`src/rsas_pkg.sv`:
```
package rsas_pkg;

    localparam int DEPTH      = 1024;
    localparam int DATA_WIDTH = 32;
    localparam int ADDR_W     = (DEPTH > 1) ? $clog2(DEPTH) : 1;
    localparam int CNT_W      = $clog2(DEPTH + 1);
    localparam int OUT_W      = 11;
    localparam int OUT_TDATA_W = ((OUT_W + 7) / 8) * 8;

    localparam logic FUNC_LOAD   = 1'b0;
    localparam logic FUNC_SEARCH = 1'b1;

    localparam logic [OUT_W-1:0] NOT_FOUND = '1;

    typedef enum logic [2:0] {
        ST_IDLE,
        ST_RD_FIRST,
        ST_RD_LAST,
        ST_PV_ADDR,
        ST_PV_CMP,
        ST_SR_ADDR,
        ST_SR_CMP,
        ST_DONE
    } t_state;

    typedef struct packed {
        logic                  we;
        logic [ADDR_W-1:0]     waddr;
        logic [DATA_WIDTH-1:0] wdata;
        logic [ADDR_W-1:0]     raddr;
    } t_ram_req;

    typedef struct packed {
        logic             valid;
        logic [OUT_W-1:0] index;
    } t_result;

endpackage

```
`src/rsas_ctrl.sv`:
```
module rsas_ctrl (
    input  logic                                i_clk,
    input  logic                                i_rst_n,
    input  logic                                i_in_valid,
    output logic                                o_in_ready,
    input  logic                                i_in_func,
    input  logic                                i_in_start,
    input  logic [rsas_pkg::DATA_WIDTH-1:0]     i_in_value,
    input  logic                                i_out_free,
    output rsas_pkg::t_result                   o_result,
    output rsas_pkg::t_ram_req                  o_ram,
    input  logic [rsas_pkg::DATA_WIDTH-1:0]     i_rd_data
);

    rsas_pkg::t_state r_state, n_state;

    logic [rsas_pkg::CNT_W-1:0]      r_count, n_count;
    logic [rsas_pkg::CNT_W-1:0]      r_lo, n_lo;
    logic [rsas_pkg::CNT_W-1:0]      r_hi, n_hi;
    logic [rsas_pkg::CNT_W-1:0]      r_mid, n_mid;
    logic [rsas_pkg::DATA_WIDTH-1:0] r_key, n_key;
    logic [rsas_pkg::DATA_WIDTH-1:0] r_first, n_first;
    logic                            r_key_gt, n_key_gt;
    logic [rsas_pkg::OUT_W-1:0]      r_res, n_res;

    logic                            accept;
    logic [rsas_pkg::DATA_WIDTH-1:0] cmp_b;
    logic                            cmp_lt;
    logic                            cmp_eq;
    logic [rsas_pkg::CNT_W:0]        idx_sum;
    logic [rsas_pkg::CNT_W-1:0]      mid_c;
    logic [rsas_pkg::CNT_W-1:0]      last_idx;
    logic                            store_full;

    assign accept     = i_in_valid && o_in_ready;
    assign o_in_ready = (r_state == rsas_pkg::ST_IDLE);
    assign last_idx   = r_count - 1'b1;
    assign store_full = (r_count == rsas_pkg::CNT_W'(rsas_pkg::DEPTH));

    // Shared compare unit: RAM word against the key or the first element.
    assign cmp_b  = (r_state == rsas_pkg::ST_RD_FIRST || r_state == rsas_pkg::ST_SR_CMP)
                    ? r_key : r_first;
    assign cmp_lt = $signed(i_rd_data) < $signed(cmp_b);
    assign cmp_eq = (i_rd_data == cmp_b);

    // Shared index adder: midpoint of the current window.
    assign idx_sum = {1'b0, r_lo} + {1'b0, r_hi};
    assign mid_c   = idx_sum[rsas_pkg::CNT_W:1];

    always_comb begin
        n_state = r_state;
        unique case (r_state)
            rsas_pkg::ST_IDLE: begin
                if (accept && i_in_func == rsas_pkg::FUNC_SEARCH) begin
                    n_state = (r_count == '0) ? rsas_pkg::ST_DONE : rsas_pkg::ST_RD_FIRST;
                end
            end
            rsas_pkg::ST_RD_FIRST: begin
                n_state = cmp_eq ? rsas_pkg::ST_DONE : rsas_pkg::ST_RD_LAST;
            end
            rsas_pkg::ST_RD_LAST: begin
                n_state = cmp_lt ? rsas_pkg::ST_PV_ADDR : rsas_pkg::ST_SR_ADDR;
            end
            rsas_pkg::ST_PV_ADDR: begin
                n_state = (r_lo < r_hi) ? rsas_pkg::ST_PV_CMP : rsas_pkg::ST_SR_ADDR;
            end
            rsas_pkg::ST_PV_CMP: begin
                n_state = rsas_pkg::ST_PV_ADDR;
            end
            rsas_pkg::ST_SR_ADDR: begin
                n_state = (r_lo <= r_hi) ? rsas_pkg::ST_SR_CMP : rsas_pkg::ST_DONE;
            end
            rsas_pkg::ST_SR_CMP: begin
                n_state = cmp_eq ? rsas_pkg::ST_DONE : rsas_pkg::ST_SR_ADDR;
            end
            rsas_pkg::ST_DONE: begin
                if (i_out_free) begin
                    n_state = rsas_pkg::ST_IDLE;
                end
            end
            default: n_state = rsas_pkg::ST_IDLE;
        endcase
    end

    always_comb begin
        n_count  = r_count;
        n_lo     = r_lo;
        n_hi     = r_hi;
        n_mid    = r_mid;
        n_key    = r_key;
        n_first  = r_first;
        n_key_gt = r_key_gt;
        n_res    = r_res;
        o_ram.we    = 1'b0;
        o_ram.waddr = r_count[rsas_pkg::ADDR_W-1:0];
        o_ram.wdata = i_in_value;
        o_ram.raddr = '0;
        o_result.valid = (r_state == rsas_pkg::ST_DONE);
        o_result.index = r_res;
        unique case (r_state)
            rsas_pkg::ST_IDLE: begin
                if (accept && i_in_func == rsas_pkg::FUNC_LOAD) begin
                    if (i_in_start) begin
                        o_ram.we    = 1'b1;
                        o_ram.waddr = '0;
                        n_count     = rsas_pkg::CNT_W'(1);
                    end else if (!store_full) begin
                        o_ram.we = 1'b1;
                        n_count  = r_count + 1'b1;
                    end
                end else if (accept) begin
                    n_key = i_in_value;
                    n_res = rsas_pkg::NOT_FOUND;
                end
            end
            rsas_pkg::ST_RD_FIRST: begin
                n_first     = i_rd_data;
                n_key_gt    = cmp_lt;
                if (cmp_eq) begin
                    n_res = '0;
                end
                o_ram.raddr = last_idx[rsas_pkg::ADDR_W-1:0];
            end
            rsas_pkg::ST_RD_LAST: begin
                if (cmp_lt) begin
                    // Rotated: hunt for the pivot in [1, n-1].
                    n_lo = rsas_pkg::CNT_W'(1);
                    n_hi = last_idx;
                end else if (r_key_gt) begin
                    n_lo = rsas_pkg::CNT_W'(1);
                    n_hi = last_idx;
                end else begin
                    n_lo = r_count;
                    n_hi = last_idx;
                end
            end
            rsas_pkg::ST_PV_ADDR: begin
                if (r_lo < r_hi) begin
                    n_mid       = mid_c;
                    o_ram.raddr = mid_c[rsas_pkg::ADDR_W-1:0];
                end else if (r_key_gt) begin
                    // Pivot is lo-1: search the upper run.
                    n_lo = rsas_pkg::CNT_W'(1);
                    n_hi = r_lo - 1'b1;
                end else begin
                    n_hi = last_idx;
                end
            end
            rsas_pkg::ST_PV_CMP: begin
                if (cmp_lt) begin
                    n_hi = r_mid;
                end else begin
                    n_lo = r_mid + 1'b1;
                end
            end
            rsas_pkg::ST_SR_ADDR: begin
                if (r_lo <= r_hi) begin
                    n_mid       = mid_c;
                    o_ram.raddr = mid_c[rsas_pkg::ADDR_W-1:0];
                end
            end
            rsas_pkg::ST_SR_CMP: begin
                if (cmp_eq) begin
                    n_res = rsas_pkg::OUT_W'(r_mid);
                end else if (cmp_lt) begin
                    n_lo = r_mid + 1'b1;
                end else begin
                    n_hi = r_mid - 1'b1;
                end
            end
            rsas_pkg::ST_DONE: begin
            end
            default: begin
            end
        endcase
    end

    always_ff @(posedge i_clk) begin
        if (!i_rst_n) begin
            r_state <= rsas_pkg::ST_IDLE;
            r_count <= '0;
        end else begin
            r_state <= n_state;
            r_count <= n_count;
        end
        r_lo     <= n_lo;
        r_hi     <= n_hi;
        r_mid    <= n_mid;
        r_key    <= n_key;
        r_first  <= n_first;
        r_key_gt <= n_key_gt;
        r_res    <= n_res;
    end

endmodule

```
`config.mk`:
```
export PLATFORM = sky130hd
export DESIGN_NAME = rsas_ctrl
export DESIGN_NICKNAME = d
export VERILOG_FILES = /design/src/rsas_pkg.sv /design/src/rsas_ctrl.sv
export SDC_FILE = /design/constraint.sdc
export NUM_CORES = 1
export LEC_CHECK = 0
export BUFFER_PORTS_ARGS = -buffer_cell sky130_fd_sc_hd__buf_2
export CORE_ASPECT_RATIO = 1.1
export CORE_UTILIZATION = 51
export CTS_CLUSTER_SIZE = 20
export DETAILED_ROUTE_END_ITERATION = 10
export GPL_ROUTABILITY_DRIVEN = 0
export PLACE_DENSITY = 0.77
export SLEW_MARGIN = 5
export SYNTH_ARGS = -nofsm -noshare
export SYNTH_HDL_FRONTEND = slang
export SYNTH_SLANG_ARGS = --single-unit
```
`constraint.sdc`:
```
create_clock -name i_clk -period 4.04 [get_ports i_clk]
set_clock_uncertainty 0.05 [all_clocks]
set_input_delay 0.202 -clock i_clk [delete_from_list [all_inputs] [get_ports i_clk]]
set_output_delay 0.202 -clock i_clk [all_outputs]
set_load 0.02 [all_outputs]
```
-- Yosys cells after proc, flatten, opt, wreduce, memory -nomap -nowiden
Index checks and enable logic that the tools add are counted.
- logic and storage cells: 103
- flip-flop bits (word level): 123
- output and inout port bits: 66
- input bits: 70
- reductions and logical operators: 16
- eq/ne operators: 25
- $add $sub $neg: 6
- bitwise gates (word level): 2
- muxes and demuxes: 42
- magnitude comparators: 3
- operators with widths (cell ; count):
    2-to-1 mux 11 bit ; 22
    one-hot mux 11 bit (4 select lines) ; 2
    one-hot mux 11 bit (3 select lines) ; 1
    subtractor 11 x 1 -> 11 bit, second input constant ; 3
    == test 32 bit ; 1
    < comparator 32 bit ; 1
    2-to-1 mux 32 bit ; 1
    2-to-1 mux 10 bit ; 3
    one-hot mux 10 bit (3 select lines) ; 1
    != test 2 bit, second input constant ; 14
    one-hot mux 3 bit (8 select lines) ; 1
    adder 11 x 1 -> 11 bit, second input constant ; 2
    one-hot mux 11 bit (2 select lines) ; 1
    2-to-1 mux 3 bit ; 5
    adder 11 x 11 -> 12 bit ; 1
    == test 3 bit, second input constant ; 4
    == test 11 bit, second input constant ; 1
    less-or-equal comparator 11 bit ; 1
    logical NOT 11 bit ; 1
    < comparator 11 bit ; 1
    AND reduction 5 bit ; 2
    AND reduction 3 bit ; 3
    == test 3 x 2 -> 1 bit, second input constant ; 2
    AND reduction 6 bit ; 1
    12 further kinds ; 19

-- Depth between registers and ports, before layout
Gate-level depths: netlist (run 1).
- depth after elaboration: 7
- gate-level depth with buffers: 15
- depth with buffers taken out: 14

-- Worst setup path after synthesis (run 1)
Ideal clock, no wire load.
- kind: register -> register
- start: reg r_state[0]
- end: reg r_hi[0] (netlist bit) (enable)
- data arrival time: 3866 ps
- path slack: -270 ps
- required time: 3596 ps
- path buffers: 2
- library setup time: 394 ps
- period minus slack after synthesis: 4310 ps
- stages on the path, launching flop included: 16
- cell sequence: dfxtp_1 -> clkbuf_1 -> nor2_1 -> nand2_1 -> nand2_1 -> buf_2 -> mux2i_1 -> ha_1 -> and4_1 -> nand2_1 -> a211o_1 -> a21oi_2 -> nor2_4 -> mux2i_4 -> o21a_1 -> o21ai_0
- longest elaborated chain between the ends: 6
- elaborated cells on any way between the ends: 15
- classes of those cells: 1 x order compare; 10 x eq/ne; 1 x mux; 3 x reduce/logical
- ends and longest elaborated chain (item ; line ; source):
    start, declared ; rsas_ctrl.sv:15 ; rsas_pkg::t_state r_state, n_state;
    start signal, assigned ; rsas_ctrl.sv:180 ; r_state <= rsas_pkg::ST_IDLE;
    start signal, assigned ; rsas_ctrl.sv:183 ; r_state <= n_state;
    == test 3 x 1 -> 1 bit or == test 3 bit (tied branches) ; rsas_ctrl.sv:41 ; assign cmp_b = (r_state == rsas_pkg::ST_RD_FIRST || r_state == rsas_pkg::ST_SR_CMP)
    logical OR 1 bit (*) ; rsas_ctrl.sv:41 ;
    2-to-1 mux 32 bit (*) ; rsas_ctrl.sv:42 ; ? r_key : r_first;
    < comparator 32 bit (*) ; rsas_ctrl.sv:43 ; assign cmp_lt = $signed(i_rd_data) < $signed(cmp_b);
    named net cmp_lt ; rsas_ctrl.sv:28 ; logic cmp_lt;
    != test 2 bit (no line) ; -- ;
    AND reduction 5 bit (no line) (*) ; -- ;
    end signal, assigned ; rsas_ctrl.sv:187 ; r_hi <= n_hi;
    end, declared ; rsas_ctrl.sv:19 ; logic [rsas_pkg::CNT_W-1:0] r_hi, n_hi;
Mark *: on every way through the listed nets, which the timed path passes. The rest lies on a longest branch.
A chain may end at the register's enable or synchronous reset.

-- Final worst setup path (run 1)
- start: reg r_state[2]
- end: reg r_hi[3] (netlist bit) (enable)
Same word-level chain as after synthesis.

==> metrics.md, run 1 <==
| Metric | Value |
|---|---|
| Status | finished, final reports clean |
| Final hold viol count | 0 |
| DR vias/cell | 5.62 |
| Final Setup Violations | 0 |
| Most frequent cells after synthesis | edfxtp_1, ha_1, nor2_1 |
| Finished Core Util | 65.1% |
| Final net count | 993 |
| Final WS setup | 0.236 ns |
| Distinct cells, synth | 64 |
| Grt peak-use layer | met2 |
| Post-DP HPWL | 12.8 mm |
| Total Wirelength | 19.5 mm |
| GR Util All Layers | 26.4% |
| Vias | 6000 |
| Die ar. | 15100 um^2 |
| Critical Path AT | 3.87 ns |
| Total congestion overflow | 0 |
| Initial DRC Count | 361 |
| Port bufs | 135 |
| Met3 Use GR | 5.41% |
| Share of cells above drive strength 1 | 22.0% |
| Post-Syn Area | 7470 um^2 |
| FILL cells | 1111 |
| Rel. slew slack | 61.6% |
| Worst Max-Slew Pin Slew | 0.576 ns |
| CTS H-tree lvls | 4 |
| PwrDens | 698 nW/um^2 |
| Synthesized area per cell | 10.8 um^2 |
| Count of state elements after synthesis | 123 |
| Post-synth EDFFs | 109 |
| Number of global-route vias before repair | 6103 |
| Clk slew on worst S/H paths | 0.06 ns |
| Overall die height | 129 um |
| Setup WS pre-CTS | 0.253 ns |
| Routed wire per std cell | 18.3 um |
| Multi-input gate area | 3420 um^2 |
| Slowest-stage cell, CP | dfxtp_1 |
| Post-Syn Instances | 690 |
| Initial core utilization | 51.9% |
| Worst-path cell chain | inv_1 > nor2_1 > nand2_1 > nand2_2 > buf_12 > mux2i_1 > ha_1 > a21oi_2 > o21ai_2 > a2111oi_4 > a21oi_2 > nor2_4 > mux2i_4 > buf_4 > a32oi_1 > o21ai_1 > buf_4 |
| # rows | 46 |
| Clock Path Buffers | 2 |
| CTS sink cnt | 123 |
| Die Wd | 117 um |
| Met2 GRT Util | 48.1% |
| Setup Crit Path Kind | reg -> reg |
| Most common cell in the netlist | edfxtp_1 |
| Asr flop ratio synth | 0% |
| Slew Limit Fails | 0 |
| HP Class | in -> reg |
| MaxCap Viol Count | 0 |
| Final period util | 94.2% |
| Pin count of the biggest net entering global routing | 45 |
| Fraction of the yosys area taken by sequential cells | 47.6% |
| Worst setup EP type | register |
| # diodes | 0 |
| Nets in the synthesized netlist | 820 |
| Core Region | 14400 um^2 |
| Leak | 3.85 nW |
| Syn-to-layout area delta | 25.5% |
| Area share of the largest cell type after synthesis | 43.8% |
| Ys flop type | edfxtp_1 |
| Clock latency on the worst-skew pair | 0.42 ns |
| Hold Path Stages | 4 |
| Antenna Nets Post-Route | 0 |
| Met1 Use GR | 29.1% |
| Fmax | 263 MHz |
| Setup TNS | 0 ns |
| Clock root buffer | clkbuf_16 |
| RSZ-0062 raised after global routing | no |
| CTS buffer count | 17 |
| WP data required | 4.11 ns |
| Crit-path max cell delay | 0.37 ns |
| Yosys top cell by area | edfxtp_1 |
| Fin Hold WS | 0.112 ns |
| Area contributors post-synth | edfxtp_1, ha_1, mux2i_1 |
| First-pass GRT wire length | 30.5 mm |
| Ys Warns | 0 |
| CTS tree | done |
| Worst-path fanout max | 33 |
| Final min period | 3.80 ns |
| DRC viols | 0 |
| Initial antenna violation count | 0 |
| DRT Pass-1 Iters | 5 |
| Sequential cell area | 3550 um^2 |
| Worst VDD drop | 0.000381 V |
| I/O pins | 136 |
| Setup crit start kind | register |
| Reg2Reg Depth | 17 |
[state kept, by name, summed over array words and instances (netlist names)]
signal	count
r_first	32
r_key	32
r_count	11
r_hi	11
r_lo	11
r_mid	11
r_res	11
r_state	3
r_key_gt	1
[cells in the final DEF (no fill, tap or decap), types with 4 or more instances in the layout]
master	count
buf_2	135
edfxtp_1	109
dlygate4sd3_1	65
ha_1	59
nor2_1	58
nand2_1	54
inv_1	40
mux2i_1	33
a21oi_1	28
xnor2_1	28
xor2_1	25
clkbuf_16	17
o21ai_0	16
nand3_1	15
dfxtp_1	14
nor3_1	11
and2_1	11
buf_4	11
a22o_1	10
o22ai_1	10
o221ai_1	10
nand2b_1	9
nand4_1	8
or3_1	7
o21bai_1	6
and3_1	5
clkinv_4	5
a211oi_1	4
o211ai_1	4
a31oi_1	4
clkinvlp_4	4
[critical path: cells and delay by family (launching register included)]
kind / cells / cell delay [ns]
AOI/OAI and AO/OA: 6 / 1.03
adders and majority gates: 1 / 0.29
buffers and inverters: 4 / 0.76
and+or+nand+nor: 4 / 0.48
DFF: 1 / 0.37
muxes: 2 / 0.48
[cell families after synthesis]
| kind of cell | Yosys count | synth area share [%] |
|---|---|---|
| AO/OA/AOI/OAI | 118 | 11.0 |
| XOR/XNOR | 53 | 6.22 |
| adder cells (fa/ha/maj) | 60 | 10.2 |
| buffers and inverters | 101 | 6.87 |
| flip-flops | 123 | 47.6 |
| multiplexers | 35 | 4.88 |
| AND/OR/NAND/NOR | 200 | 13.3 |
[worst paths after layout]
kind,to,startpoint,slack [ns]
min,r_state[1],i_out_free,0.11
max,r_hi[3],r_state[2],0.24
max reg2reg,r_hi[3],r_state[2],0.24
min reg2reg,r_count[9],r_count[9],0.56
[through the flow]
stage,instances,power (W),area (um^2)
floorplan,690,0.00420,7470
global placement,970,0.00492,8150
detailed placement,970,0.00500,8150
CTS,1067,0.00648,9350
global route,1068,0.00696,9370
finish,1068,0.00654,9370
[cell type report]
class	instances	area share [%]
flip-flops and latches	123	37.9
repair buffers	213	15.5
multi-input cells	466	36.5
inverters	42	1.68
clock inverters	13	1.31
well taps	192	2.56
clock buffers	19	4.62
[routing by layer]
layer	part of all wire, %	up-vias
li1	-	2822
met1	38	2859
met2	52	260
met3	6.0	59
met4	3.8	0
met5	0	-
[repair_timing]
| item | in CTS | in global routing |
|---|---|---|
| gates resized for setup | 0 | 0 |
| endpoints found under the hold margin | 66 | 0 |
| hold buffers | 65 | 0 |
| endpoints found under the setup margin | 0 | 11 |
| buffers inserted | 0 | 1 |
[power breakdown]
group | switching [W] | internal (W)
clock | 0.000574 | 0.000847
combinational | 0.00177 | 0.00121
sequential | 0.000258 | 0.00188
total | 0.00261 | 0.00394
(Power assumes the default switching activity.)
==> inputs of run 2 (changes only) <==
Settings changed: ABC_AREA set to 1.
==> run 2 against run 1 <==
  * Non-clock buffer count decreased by 3
  * Cell area increased by 1.5%
  * Wire length increased by 5.1%
  * Maximum frequency decreased by 0.44%
  * Largest power group unchanged
  * Utilization increased by 0.96 points
  * Synthesized area increased by 0.69%
  * Clock power increased by 16%
  * Clock-buffer cell count unchanged
  * Highest routed layer unchanged
  * Sequential share of layout area decreased by 0.54 points
  * Largest cell class unchanged
  * Worst setup slack got worse by 0.017 ns
  * Global-route usage increased by 1.4 points
==> metrics.md, run 2 <==
| Metric | Value |
|---|---|
| Final period util | 94.6% (was 94.2%) |
| Setup Crit Path Kind | reg -> reg (unchanged) |
| Most frequent cells after synthesis | edfxtp_1, nand2_1, inv_1 (was edfxtp_1, ha_1, nor2_1) |
| Finished Core Util | 66.1% (was 65.1%) |
| CTS H-tree lvls | 4 (unchanged) |
| Met2 GRT Util | 48.1% (about the same) |
| Switching pwr | 0.00287 W (was 0.00261 W) |
| Ys flop type | edfxtp_1 (unchanged) |
| Die ar. | 15200 um^2 (was 15100 um^2) |
| Post-DP HPWL | 13.6 mm (was 12.8 mm) |
| Most frequent cells in the layout | buf_2, edfxtp_1, nand2_1 (was buf_2, edfxtp_1, dlygate4sd3_1) |
| Synthesized area per cell | 9.51 um^2 (was 10.8 um^2) |
| Routed wire per std cell | 17.4 um (was 18.3 um) |
| DRC viols | 0 (unchanged) |
| Worst VDD drop | 0.000428 V (was 0.000381 V) |
| MaxCap Viol Count | 0 (unchanged) |
| Syn-to-layout area delta | 26.5% (was 25.5%) |
| RSZ-0062 raised after global routing | no (unchanged) |
| Share of cells above drive strength 1 | 19.9% (was 22.0%) |
| Worst-path fanout max | 34 (was 33) |
| Switching Fraction | 41.3% (was 39.8%) |
| Clk slew on worst S/H paths | 0.06 ns (about the same) |
| Slew Limit Fails | 0 (unchanged) |
| Post-Syn Instances | 791 (was 690) |
| Multi-input gate area | 3290 um^2 (was 3420 um^2) |
| CTS tree | done (unchanged) |
| Clock latency on the worst-skew pair | 0.43 ns (was 0.42 ns) |
| Critical Path AT | 3.90 ns (was 3.87 ns) |
| Initial antenna violation count | 0 (unchanged) |
| Fraction of the yosys area taken by sequential cells | 47.3% (was 47.6%) |
| DRT Pass-1 Iters | 5 (unchanged) |
| HP Class | in -> reg (unchanged) |
| WP data required | 4.12 ns (was 4.11 ns) |
| # diodes | 0 (unchanged) |
| Most common cell in the netlist | edfxtp_1 (unchanged) |
| Pin count of the biggest net entering global routing | 37 (was 45) |
| Total Wirelength | 20.5 mm (was 19.5 mm) |
| I/O pins | 136 (unchanged) |
| Final min period | 3.82 ns (was 3.80 ns) |
| Ys Warns | 0 (unchanged) |
| PwrDens | 730 nW/um^2 (was 698 nW/um^2) |
| Seq pwr share | 30.9% (was 32.8%) |
| Final hold viol count | 0 (unchanged) |
| Worst setup EP type | register (unchanged) |
| Clock share of power | 23.7% (was 21.7%) |
| Yosys top cell by area | edfxtp_1 (unchanged) |
| Area contributors post-synth | edfxtp_1, ha_1, nand2_1 (was edfxtp_1, ha_1, mux2i_1) |
| GR Util All Layers | 27.9% (was 26.4%) |
| # rows | 46 (unchanged) |
| Initial DRC Count | 598 (was 361) |
| Rel. slew slack | 63.3% (was 61.6%) |
| CTS buffer count | 17 (unchanged) |
| Final net count | 1105 (was 993) |
| Antenna Nets Post-Route | 0 (unchanged) |
| Nets in the synthesized netlist | 921 (was 820) |
| Distinct cells, synth | 48 (was 64) |
| Clock Path Buffers | 2 (unchanged) |
| Post-synth EDFFs | 109 (unchanged) |
| Setup crit start kind | register (unchanged) |
| Internal | 0.00408 W (was 0.00394 W) |
| FILL cells | 1101 (was 1111) |
| Comb pwr share | 45.4% (was 45.5%) |
| CTS sink cnt | 123 (unchanged) |
| Fmax | 262 MHz (was 263 MHz) |
| DR vias/cell | 5.50 (was 5.62) |
| Met3 Use GR | 5.63% (was 5.41%) |
| Largest regs | r_first x32, r_key x32 (unchanged) |
| First-pass GRT wire length | 32.3 mm (was 30.5 mm) |
| Overall die height | 129 um (about the same) |
| Leak | 4.34 nW (was 3.85 nW) |
| Setup TNS | 0 ns (unchanged) |
| Count of state elements after synthesis | 123 (unchanged) |
| Post-CTS Setup Bufs | 0 (unchanged) |
| Commonest non-fill, non-tap cell in the layout | buf_2 (unchanged) |
| Initial core utilization | 52.3% (was 51.9%) |
| Core Region | 14400 um^2 (unchanged) |
| Worst Max-Slew Pin Slew | 0.549 ns (was 0.576 ns) |
| Status | finished, final reports clean (unchanged) |
| Area share of the largest cell type after synthesis | 43.5% (was 43.8%) |
| Sequential cell area | 3550 um^2 (about the same) |
| Clock root buffer | clkbuf_16 (unchanged) |
| Total congestion overflow | 0 (unchanged) |
| Vias | 6486 (was 6000) |
| Asr flop ratio synth | 0% (unchanged) |
| Final Setup Violations | 0 (unchanged) |
| Met1 Use GR | 33.1% (was 29.1%) |
| Die Wd | 118 um (was 117 um) |
| Pwr Total | 0.00694 W (was 0.00654 W) |
| Post-Syn Area | 7520 um^2 (was 7470 um^2) |
| Grt peak-use layer | met2 (unchanged) |
| Port bufs | 135 (unchanged) |
| Number of global-route vias before repair | 6343 (was 6103) |
[run 2: cell count changes after synthesis, sizes merged, moves of 9 or more]
| cell | previous run | this run |
|---|---|---|
| a21oi | 31 | 45 |
| a22o | 10 | 0 |
| and2 | 11 | 2 |
| clkbuf | 17 | 4 |
| inv | 41 | 101 |
| nand2 | 55 | 107 |
| nand2b | 9 | 0 |
| nand3 | 15 | 35 |
| nor2 | 60 | 85 |
| nor3 | 12 | 22 |
| o21ai | 19 | 49 |
| xnor2 | 28 | 5 |
[run 2: layout make-up]
cell class	instances	share of cell area, %
flip-flops and latches	123	37.4
multi-input cells	520	34.6
repair buffers	210	14.8
clock buffers	19	4.55
inverters	103	4.09
well taps	192	2.53
clock inverters	13	2.01
[run 2: layer usage]
metal / share of wire [%] / vias up / wire length (um)
met1: 40 / 3041 / 8280
met5: 0 / - / 0
met3: 5.6 / 64 / 1160
met4: 4.1 / 0 / 850
met2: 50 / 296 / 10200
li1: - / 3085 / -
[run 2: power groups by stage]
stage | Sequential (W) | Clock [W] | Combinational [W]
after floorplan | 0.00209 | 0 | 0.00221
after global placement | 0.00213 | 0 | 0.00293
after detailed placement | 0.00215 | 0 | 0.00299
after CTS | 0.00213 | 0.00165 | 0.00309
after global routing | 0.00217 | 0.00171 | 0.00349
final | 0.00214 | 0.00165 | 0.00315
[run 2: worst max-delay path, cell delays in order (launching register included)]
cell and delay [ns]:
dfxtp_1 0.60, inv_1 0.26, nor2_8 0.25, nor2_4 0.05, buf_12 0.19, mux2i_1 0.17, ha_1 0.34, nand2_1 0.09
nor2_1 0.19, nand4_1 0.16, nor2_1 0.15, nand2_1 0.10, nand3_1 0.11, nand2_1 0.15, inv_1 0.17, o21ai_0 0.11
a21oi_1 0.12, buf_4 0.22
[run 2: logic make-up after synthesis]
group | after synthesis | share of synthesized area (%)
AO/OA/AOI/OAI | 133 | 10.3
AND/OR/NAND/NOR | 270 | 15.9
flip-flops | 123 | 47.3
XOR/XNOR | 25 | 2.91
multiplexers | 32 | 4.28
buffers and inverters | 148 | 9.32
adder cells (fa/ha/maj) | 60 | 10.1
[run 2: worst paths after layout]
path / startpoint / end / slack (ns) / cells past startpoint
setup / recovery: r_state[1] / r_lo[10] / 0.22 / 17
hold / removal: i_rst_n / r_count[10] / 0.03 / 3
setup reg to reg: r_state[1] / r_lo[10] / 0.22 / 17
hold reg to reg: r_count[5] / r_count[6] / 0.50 / 2
[run 2: repair_timing]
item	in CTS	in global routing
hold endpoints to repair	64	0
hold buffers	64	0
endpoints found under the setup margin	0	22
gates resized for setup	0	4
[run 2: stage by stage]
step / setup WS [ns] / hold slack (ns) / instances / area [um^2]
floorplan: 0.0577 / 0.251 / 791 / 7530
global route: 0.0502 / 0.0498 / 1180 / 9510
detailed placement: 0.311 / 0.341 / 1084 / 8240
CTS: 0.304 / 0.0190 / 1180 / 9510
global placement: 0.476 / 0.341 / 1084 / 8240
finish: 0.219 / 0.0273 / 1180 / 9510
